<file path="src/rtl/pls_pkg.sv">
`timescale 1ns / 1ps
package pls_pkg;

  localparam int CAPACITY_DEF   = 16;
  localparam int VALUE_BITS_DEF = 32;

  localparam int ACTION_BITS = 3;
  localparam int POS_BITS    = 5;
  localparam int DATA_BITS   = 32;
  localparam int COUNT_BITS  = 5;
  localparam int STATUS_BITS = 2;

  typedef logic [DATA_BITS-1:0]  data_t;
  typedef logic [COUNT_BITS-1:0] count_t;

  typedef enum logic [ACTION_BITS-1:0] {
    ACT_APPEND = 3'd0,
    ACT_INSERT = 3'd1,
    ACT_DELETE = 3'd2,
    ACT_READ   = 3'd3,
    ACT_DUMP   = 3'd4
  } action_e;

  typedef enum logic [STATUS_BITS-1:0] {
    ST_OK    = 2'd0,
    ST_FULL  = 2'd1,
    ST_RANGE = 2'd2,
    ST_EMPTY = 2'd3
  } status_e;

  typedef enum logic {
    FSM_IDLE = 1'b0,
    FSM_DUMP = 1'b1
  } fsm_e;

  typedef struct packed {
    logic [ACTION_BITS-1:0] action;
    logic [POS_BITS-1:0]    position;
    data_t                  value;
  } request_t;

  typedef struct packed {
    data_t                  read_value;
    count_t                 element_count;
    logic [STATUS_BITS-1:0] status;
    logic                   last;
  } result_t;

  // per-cell load selects, at most one set in a cycle
  typedef struct packed {
    logic load_left;
    logic load_new;
    logic load_right;
  } cell_ctrl_t;

endpackage

</file>
<file path="src/rtl/positional_list_store.sv">
`timescale 1ns / 1ps
// A result is registered and appears in the cycle after its request is taken.
// Append, insert, delete and read each give one result and leave the store idle; a dump of n
// elements streams n results back to back; busy is high, and no request is taken, before the final one.
// Insert and delete shift the cells from the given position onward, all in parallel.
// Reset (rst, synchronous) empties the store; the receiver cannot stall results.
module positional_list_store #(
  parameter int CAPACITY   = pls_pkg::CAPACITY_DEF,
  parameter int VALUE_BITS = pls_pkg::VALUE_BITS_DEF
) (
  input  logic              clk,
  input  logic              rst,
  input  logic              start,
  output logic              busy,
  input  pls_pkg::request_t request,
  output pls_pkg::result_t  result,
  output logic              strobe
);

  localparam int CW = $clog2(CAPACITY + 1);
  localparam int IW = $clog2(CAPACITY);
  localparam int XW = (CW > pls_pkg::POS_BITS) ? CW : pls_pkg::POS_BITS;

  pls_pkg::fsm_e state, state_next;
  logic [CW-1:0] count, count_next;
  logic [IW-1:0] idx, idx_next;
  logic          strobe_next;
  pls_pkg::result_t result_next;

  logic [VALUE_BITS-1:0] cell_data [CAPACITY];
  pls_pkg::cell_ctrl_t   cell_ctrl [CAPACITY];
  logic [VALUE_BITS-1:0] new_data;
  logic [VALUE_BITS-1:0] rd_data;
  logic [IW-1:0]         sel;

  logic [XW-1:0] pos_x, cnt_x, ins_pos;
  logic          accept, ins_en, del_en, full, empty;
  pls_pkg::action_e act;

  assign accept   = start && (state == pls_pkg::FSM_IDLE);
  assign busy     = (state == pls_pkg::FSM_DUMP);
  assign act      = pls_pkg::action_e'(request.action);
  assign pos_x    = XW'(request.position);
  assign cnt_x    = XW'(count);
  assign full     = (cnt_x == XW'(CAPACITY));
  assign empty    = (count == '0);
  assign new_data = VALUE_BITS'(request.value);

  // shared read port: dump index while streaming, 0 for a dump request, else request position
  always_comb begin
    if (state == pls_pkg::FSM_DUMP) begin
      sel = idx;
    end else if (act == pls_pkg::ACT_DUMP) begin
      sel = '0;
    end else begin
      sel = IW'(pos_x);
    end
  end
  assign rd_data = cell_data[sel];

  always_comb begin
    state_next  = state;
    count_next  = count;
    idx_next    = idx;
    strobe_next = 1'b0;
    ins_en      = 1'b0;
    del_en      = 1'b0;
    ins_pos     = pos_x;
    result_next = '0;
    case (state)
      pls_pkg::FSM_IDLE: begin
        if (accept) begin
          strobe_next      = 1'b1;
          result_next.last = 1'b1;
          result_next.status = pls_pkg::ST_OK;
          case (act)
            pls_pkg::ACT_APPEND: begin
              if (full) begin
                result_next.status = pls_pkg::ST_FULL;
              end else begin
                ins_en  = 1'b1;
                ins_pos = cnt_x;
              end
            end
            pls_pkg::ACT_INSERT: begin
              if (full) begin
                result_next.status = pls_pkg::ST_FULL;
              end else if (pos_x > cnt_x) begin
                result_next.status = pls_pkg::ST_RANGE;
              end else begin
                ins_en = 1'b1;
              end
            end
            pls_pkg::ACT_DELETE: begin
              if (empty) begin
                result_next.status = pls_pkg::ST_EMPTY;
              end else if (pos_x >= cnt_x) begin
                result_next.status = pls_pkg::ST_RANGE;
              end else begin
                del_en = 1'b1;
              end
            end
            pls_pkg::ACT_READ: begin
              if (empty) begin
                result_next.status = pls_pkg::ST_EMPTY;
              end else if (pos_x >= cnt_x) begin
                result_next.status = pls_pkg::ST_RANGE;
              end else begin
                result_next.read_value = pls_pkg::data_t'(rd_data);
              end
            end
            pls_pkg::ACT_DUMP: begin
              if (empty) begin
                result_next.status = pls_pkg::ST_EMPTY;
              end else begin
                result_next.read_value = pls_pkg::data_t'(rd_data);
                if (count != CW'(1)) begin
                  result_next.last = 1'b0;
                  state_next       = pls_pkg::FSM_DUMP;
                  idx_next         = IW'(1);
                end
              end
            end
            default: begin
            end
          endcase
          if (ins_en) begin
            count_next = count + CW'(1);
          end else if (del_en) begin
            count_next = count - CW'(1);
          end
        end
      end
      pls_pkg::FSM_DUMP: begin
        strobe_next            = 1'b1;
        result_next.status     = pls_pkg::ST_OK;
        result_next.read_value = pls_pkg::data_t'(rd_data);
        result_next.last       = ((XW'(idx) + XW'(1)) == cnt_x);
        if (result_next.last) begin
          state_next = pls_pkg::FSM_IDLE;
        end else begin
          idx_next = idx + IW'(1);
        end
      end
      default: begin
        state_next = pls_pkg::FSM_IDLE;
      end
    endcase
    result_next.element_count = pls_pkg::count_t'(count_next);
  end

  // per-cell selects: the insert point takes the new value, cells past it take the left neighbor,
  // cells from the delete point take the right neighbor
  always_comb begin
    for (int i = 0; i < CAPACITY; i++) begin
      cell_ctrl[i].load_left  = ins_en && (XW'(i) > ins_pos);
      cell_ctrl[i].load_new   = ins_en && (XW'(i) == ins_pos);
      cell_ctrl[i].load_right = del_en && (XW'(i) >= pos_x);
    end
  end

  for (genvar g = 0; g < CAPACITY; g++) begin : g_cell
    logic [VALUE_BITS-1:0] left_in, right_in;
    if (g == 0) begin : g_first
      assign left_in = '0;
    end else begin : g_mid_l
      assign left_in = cell_data[g-1];
    end
    if (g == CAPACITY - 1) begin : g_final
      assign right_in = '0;
    end else begin : g_mid_r
      assign right_in = cell_data[g+1];
    end
    pls_cell #(
      .VALUE_BITS (VALUE_BITS)
    ) u_cell (
      .clk        (clk),
      .ctrl       (cell_ctrl[g]),
      .left_data  (left_in),
      .right_data (right_in),
      .new_data   (new_data),
      .data       (cell_data[g])
    );
  end

  always_ff @(posedge clk) begin
    if (rst) begin
      state  <= pls_pkg::FSM_IDLE;
      count  <= '0;
      strobe <= 1'b0;
    end else begin
      state  <= state_next;
      count  <= count_next;
      strobe <= strobe_next;
    end
  end

  always_ff @(posedge clk) begin
    idx    <= idx_next;
    result <= result_next;
  end

endmodule

</file>
<file path="src/rtl/pls_cell.sv">
`timescale 1ns / 1ps
module pls_cell #(
  parameter int VALUE_BITS = pls_pkg::VALUE_BITS_DEF
) (
  input  logic                   clk,
  input  pls_pkg::cell_ctrl_t    ctrl,
  input  logic [VALUE_BITS-1:0]  left_data,
  input  logic [VALUE_BITS-1:0]  right_data,
  input  logic [VALUE_BITS-1:0]  new_data,
  output logic [VALUE_BITS-1:0]  data
);

  always_ff @(posedge clk) begin
    if (ctrl.load_left) begin
      data <= left_data;
    end else if (ctrl.load_new) begin
      data <= new_data;
    end else if (ctrl.load_right) begin
      data <= right_data;
    end
  end

endmodule

</file>
<file path="config.mk">
export PLATFORM = sky130hd
export DESIGN_NAME = positional_list_store
export DESIGN_NICKNAME = d
export VERILOG_FILES = /design/src/rtl/pls_pkg.sv /design/src/rtl/positional_list_store.sv /design/src/rtl/pls_cell.sv
export SDC_FILE = /design/constraint.sdc
export NUM_CORES = 1
export LEC_CHECK = 0
export BUFFER_PORTS_ARGS = -buffer_cell sky130_fd_sc_hd__buf_2
export CAP_MARGIN = 40
export CORE_MARGIN = 3
export CORE_UTILIZATION = 57
export DETAILED_ROUTE_END_ITERATION = 12
export PLACE_DENSITY_LB_ADDON = 0.08
export SLEW_MARGIN = 20
export SYNTH_ARGS = -nofsm -noshare
export SYNTH_HDL_FRONTEND = slang
export SYNTH_SLANG_ARGS = --single-unit
</file>
<file path="constraint.sdc">
create_clock -name clk -period 5.6 [get_ports clk]
set_clock_uncertainty 0.05 [all_clocks]
set_input_delay 0.56 -clock clk [delete_from_list [all_inputs] [get_ports clk]]
set_output_delay 0.56 -clock clk [all_outputs]
set_load 0.01 [all_outputs]
</file>
## After elaboration in Yosys (flattened, before gate mapping)

Index checks and enable logic that the tools add are counted.

| storage, ports and cells | value |
|---|---|
| input bits | 43 |
| bits in registers | 563 |
| logic and storage cells | 269 |
| output and inout bits | 42 |

| cells by class | value |
|---|---|
| reduce and logical (&&, ||, !) cells | 70 |
| bitwise operators | 2 |
| multiplexer cells | 107 |
| add/subtract/negate cells | 4 |
| equal/unequal tests | 27 |
| magnitude comparators | 35 |

Operators by type and width:

| operator | count |
|---|---|
| $mux 32 | 53 |
| $bmux 32 s4 | 1 |
| $pmux 32 s2 | 2 |
| $logic_and 1x1->1 | 49 |
| $reduce_bool 3->1 | 15 |
| $eq 4x5->1 const A | 8 |
| $ge 4x5->1 const A | 8 |
| $gt 4x5->1 const A | 8 |
| $mux 5 | 8 |
| $mux 4 | 7 |
| $mux 1 | 24 |
| $eq 3x5->1 const A | 4 |
| $ge 3x5->1 const A | 4 |
| $gt 3x5->1 const A | 4 |
| $eq 2x5->1 const A | 2 |
| $ge 1x5->1 const A | 2 |
| $ge 2x5->1 const A | 2 |
| $gt 1x5->1 const A | 2 |
| $gt 2x5->1 const A | 2 |
| $logic_not 5->1 | 2 |
| $mux 2 | 5 |
| $pmux 2 s4 | 1 |
| $pmux 4 s2 | 1 |
| $eq 3x2->1 const B | 2 |
| other kinds (24) | 29 |

## Logic depth before layout (Yosys ltp)

| logic depth | value |
|---|---|
| depth in word-level cells | 12 |
| mapped depth | 14 |
| mapped depth without buffers | 8 |

## Cells and area by module

Synthesis repeated with hierarchy kept, for this count alone.

| unflattened totals | value |
|---|---|
| cells, all modules | 3174 |
| area, all modules | 33582.2 µm² |

By module, submodules not included:

| module | cells an instance | sequential area each (µm²) | area each (µm²) | times used |
|---|---|---|---|---|
| pls_cell | 140 | 960.9 | 1672.9 | 16 |
| positional_list_store | 934 | 1061.0 | 6816.5 | 1 |

## Worst setup path after synthesis

Ideal clock, no wire load.

| timing | value |
|---|---|
| path kind | register -> register |
| start point | register count[2] (netlist: cnt_x[2]) |
| end point | register g_cell[11].u_cell.data[0] (enable) |
| required time | 5.084 ns |
| period minus slack after synthesis | 5.493 ns |
| arrival time | 4.977 ns |
| slack | 0.107 ns |
| cell stages (with the launch flop) | 10 |
| path buffers | 2 |
| cells stage by stage | dfxtp_1 > clkbuf_1 > clkbuf_1 > clkinv_1 > ha_1 > and3_1 > a2111o_1 > nor4_2 > nand3_1 > o21ai_0 |

| on the way | value |
|---|---|
| longest elaborated chain between the ends | 10 |
| elaborated cells on any way between the ends | 29 |

RTL lines:

| element | line | source |
|---|---|---|
| start: declaration | positional_list_store.sv:25 | `logic [CW-1:0] count, count_next;` |
| start signal: assignment | positional_list_store.sv:193 | `count <= count_next;` |
| $gt 5x5->1 or $ge 5x5->1 (tied branches) | positional_list_store.sv:88, positional_list_store.sv:97 |  |
| $mux 1, on equally long branches | positional_list_store.sv:88, positional_list_store.sv:97 |  |
| $mux 1, on equally long branches | positional_list_store.sv:86, positional_list_store.sv:95 |  |
| $pmux 1 s2 or $mux 1 (tied branches) | positional_list_store.sv:76 | `case (act)` |
| $mux 1 | positional_list_store.sv:72 | `if (accept) begin` |
| $mux 1 | positional_list_store.sv:70 | `case (state)` |
| $mux 1 | positional_list_store.sv:72 |  |
| $mux 1 | positional_list_store.sv:70 |  |
| $logic_and 1x1->1, on equally long branches | positional_list_store.sv:157, positional_list_store.sv:156, positional_list_store.sv:158 |  |
| $reduce_bool 3->1 (no line) (*) | -- |  |
| end signal: assignment | pls_cell.sv:15 | `data <= left_data;` |
| end signal: assignment | pls_cell.sv:17 | `data <= new_data;` |
| end signal: assignment | pls_cell.sv:19 | `data <= right_data;` |
| end: declaration | pls_cell.sv:10 | `output logic [VALUE_BITS-1:0] data` |

Every way passes the cells marked *; elsewhere a longest branch is shown, timed or not. The select of a mux whose other input is x is not followed.
A chain may end at the register's enable or synchronous reset.

## Final worst setup path

| timing | value |
|---|---|
| start point | register count[2] (netlist: cnt_x[2]) |
| end point | register g_cell[3].u_cell.data[2], data pin |

| on the way | value |
|---|---|
| longest elaborated chain between the ends | 11 |
| elaborated cells on any way between the ends | 20 |

RTL lines:

| element | line | source |
|---|---|---|
| $gt 5x5->1 | positional_list_store.sv:88 | `end else if (pos_x > cnt_x) begin` |
| $mux 1 | positional_list_store.sv:88 |  |
| $mux 1 | positional_list_store.sv:86 | `if (full) begin` |
| $pmux 1 s2 | positional_list_store.sv:76 |  |
| $mux 1 | positional_list_store.sv:72 |  |
| $mux 1 | positional_list_store.sv:70 |  |
| $mux 1 | positional_list_store.sv:72 |  |
| $mux 1 | positional_list_store.sv:70 |  |
| $logic_and 1x1->1 | positional_list_store.sv:157 | `cell_ctrl[i].load_new = ins_en && (XW'(i) == ins_pos);` |
| $mux 32 | pls_cell.sv:16 | `end else if (ctrl.load_new) begin` |
| $mux 32 (*) | pls_cell.sv:14 | `if (ctrl.load_left) begin` |
| end signal: assignment | pls_cell.sv:15 |  |
| end signal: assignment | pls_cell.sv:17 |  |
| end signal: assignment | pls_cell.sv:19 |  |
| end: declaration | pls_cell.sv:10 |  |

Marks and branches as above.

==> run metrics <==
outcome=completed; Synth-to-Final Area Change=11.6%; min Tclk post-route=4.77 ns; Crit. End Element=flop; RSZ-0062 raised after global routing=false; Num CTS Buffers=61; Cell Chain, Critical Path=clkinv_1 -> ha_1 -> and3_1 -> o21a_1 -> o311a_1 -> or4_4 -> nor2_4 -> buf_4 -> a221o_1; worst-margin pin slew=0.914 ns; Wirelength per Cell=33.7 um; max_slew headroom=0.391; initial core utilization=0.578; R2R Path Start=cnt_x[2]; vias in the first global route=~26000; CP max stage cell=or4_4; routed wl met3=18300 um; R2R cell count=9; worst vdd ir=0.000259 V; vias=26452; vias per cell=7.54; Tcrit/Tclk final=0.851; startpoint types=flop; post-route ant nets=0; Most used DFF post-synth=edfxtp_1; Starting DRT DRC Count=4536; Pre-antenna DRT Iters=6; clk buf depth=3; Yosys Warn Count=0; post-layout util=0.646; min-delay src=rst; GRT Total Usage=0.394; CTS root buffer=clkbuf_16; CP required=6.06 ns; Synth async-reset ratio=0; Clock Sinks=563; max-cap violation count=0; register bit total from synthesis=between 500 and 600; Hold Fails Final Rpt=0; CP peak stage delay=0.80 ns; CP arrival=5.22 ns; num rows=86; hold buffers post-CTS=0; setup ws final=0.832 ns; clock transition at the registers of the reported paths=0.06 ns; global route total overflow=0; Post-Synthesis Cell Area=32000 um^2; count of different cell masters after synthesis=72; EDFF count, synth=484; WS Path Type=reg2reg; layout cells sized above 1=0.218; worst reg-to-reg setup slack=0.83 ns; Pwr per Cell Area=272 nW/um^2; largest net degree at the start of global routing=between 60 and 70; Net Count, Synth=2781; drt total wl=118000 um; Post-route DRC=0; Metal-1 WL=approximately 42000 um; syn_area_per_cell=~12 um^2; initial antenna violation count=6; postcts setup bufs=0; DR WL met2=51100 um; Die ar.=59000 um^2; Setup TNS Final=0 ns; die height=243 um; Post-DP HPWL=roughly 69000 um; core box area=about 55000 um^2; highest routed layer=met5; post-cts sizing count=0; Fmax=0.210 GHz; NumNets Final=2759; Routability Congestion=approximately 0.91; I/O Pins=85; Final Setup Violations=0; Hold EP=strobe; fill cell count=between 4000 and 5000; Static Leak=0.0126 uW; dpl ws=1.00 ns; final-report max-slew violation count=0; Crit Path Max Fanout=29; CTS tree=yes; sequential-to-total area share from yosys stat=0.504; first-pass GRT wire length=172000 um; worst setup path startpoint=cnt_x[2]; H-tree level count=2; hold depth=2; worst hold path type=in2reg; worst path buffer plus inverter count=2; Top delay family on crit path=simple AND/OR/NAND/NOR gates; later-pin clock latency in the skew report=around 0.65 ns; Die Wd=about 240 um; PortBufs=between 80 and 90; R2R Path End=g_cell[3].u_cell.data[2]; Synth Instances=~2700
metal layers:
layer / vias to the layer above / GRT usage
met3: 522 / 0.133
li1: 10646 / -
met2: 2387 / 0.585
met1: 12895 / 0.518
met4: 2 / 0.197
met5: - / 0.00572
worst max path at each step:
stage / slack [ns] / cells past startpoint / end
floorplan: 0.11 / 9 / g_cell[11].u_cell.data[0]
global placement: 1.01 / 9 / g_cell[12].u_cell.data[30]
detailed placement: 1.00 / 9 / g_cell[3].u_cell.data[0]
CTS: 0.97 / 9 / g_cell[3].u_cell.data[2]
global route: 0.74 / 9 / g_cell[8].u_cell.data[10]
finish: 0.83 / 9 / g_cell[3].u_cell.data[2]
cells in the final DEF (no fill, tap or decap), types with 23 or more instances in the layout:
cell type,n
nor2_1,181
nor2b_1,38
mux2i_1,163
a21oi_1,144
clkbuf_16,61
a22oi_1,106
o21ai_0,110
a31oi_1,69
o22ai_1,57
and3_1,35
buf_2,85
a221o_1,97
a22o_1,34
o22a_1,33
nand3_1,74
and2_1,56
a2bb2oi_1,23
mux4_2,128
nand2_1,219
clkbuf_1,36
dfxtp_1,79
mux2_2,101
buf_4,86
mux2_4,30
edfxtp_1,484
layout make-up:
class | count | area, um^2 | area share
well taps | 748 | 936 | 0.0262
clock buffers | 104 | 1760 | 0.0492
flip-flops and latches | 563 | 16100 | 0.451
diodes | 3 | 7.51 | 0.000210
multi-input cells | 1864 | 15000 | 0.421
clock inverters | 10 | 140 | 0.00392
inverters | 20 | 75.1 | 0.00210
repair buffers | 196 | 1630 | 0.0457
registers in the layout, summed over array words and instances, names as in the netlist:
name / cells
idx: 4
busy: 1
result: 40
g_cell.u_cell.data: 512
cnt_x: 5
strobe: 1
worst reg2reg max path: stages (launching register included):
cell and delay (ns):
dfxtp_1 0.68, clkinv_1 0.39, ha_1 0.35, and3_1 0.22, o21a_1 0.20, o311a_1 0.40
or4_4 0.81, nor2_4 0.78, buf_4 0.54, a221o_1 0.24
power by group:
group	switching (uW)	internal [uW]
Combinational	624	409
Clock	1740	2250
Sequential	64.5	4630
Total	2430	7290
cells by family (layout without fill, tap and decap cells):
family | Yosys count | in the layout | synth area share
compound gates | 731 | 731 | 0.159
xor+xnor | 9 | 9 | 0.00247
fa+ha+maj | 10 | 10 | 0.00391
buf+inv | 301 | 330 | 0.0381
flops | 563 | 563 | 0.504
mux | 422 | 422 | 0.191
other cells | 0 | 3 | 0
simple gates | 692 | 692 | 0.102
Yosys cell counts, drive strengths merged, types with 4 or more instances:
master / number / area [um^2]
a22oi: 106 / 796
or3: 4 / 30.0
nor2b: 38 / 238
o21ai: 120 / 601
a2bb2oi: 23 / 201
nor4: 14 / 106
nor2: 185 / 694
xnor2: 6 / 52.6
nand4: 5 / 31.3
buf: 43 / 250
a21oi: 147 / 736
clkbuf: 238 / 893
nand2: 224 / 843
and3: 36 / 225
mux2: 131 / 1590
dfxtp: 79 / 1580
mux4: 128 / 2880
inv: 19 / 71.3
a221o: 97 / 971
nand3: 77 / 385
nor3: 16 / 80.1
nand2b: 5 / 31.3
o21a: 5 / 37.5
o22ai: 58 / 363
a31oi: 69 / 432
mux2i: 163 / 1630
and2: 68 / 425
o22a: 33 / 289
o31ai: 4 / 43.8
ha: 10 / 125
a22o: 34 / 298
edfxtp: 484 / 14500
o211ai: 6 / 45.0
through the flow:
| stage | hold slack [ns] | cell area [um^2] | power [uW] | instances |
|---|---|---|---|---|
| global placement | 0.507 | 33500 | 5740 | 3377 |
| global route | 0.178 | 35700 | 9950 | 3506 |
| CTS | 0.139 | 35600 | 9690 | 3502 |
| floorplan | 0.472 | 32000 | 5410 | 2728 |
| detailed placement | 0.514 | 33700 | 5770 | 3388 |
| finish | 0.177 | 35700 | 9720 | 3508 |
(Power assumes the default switching activity.)
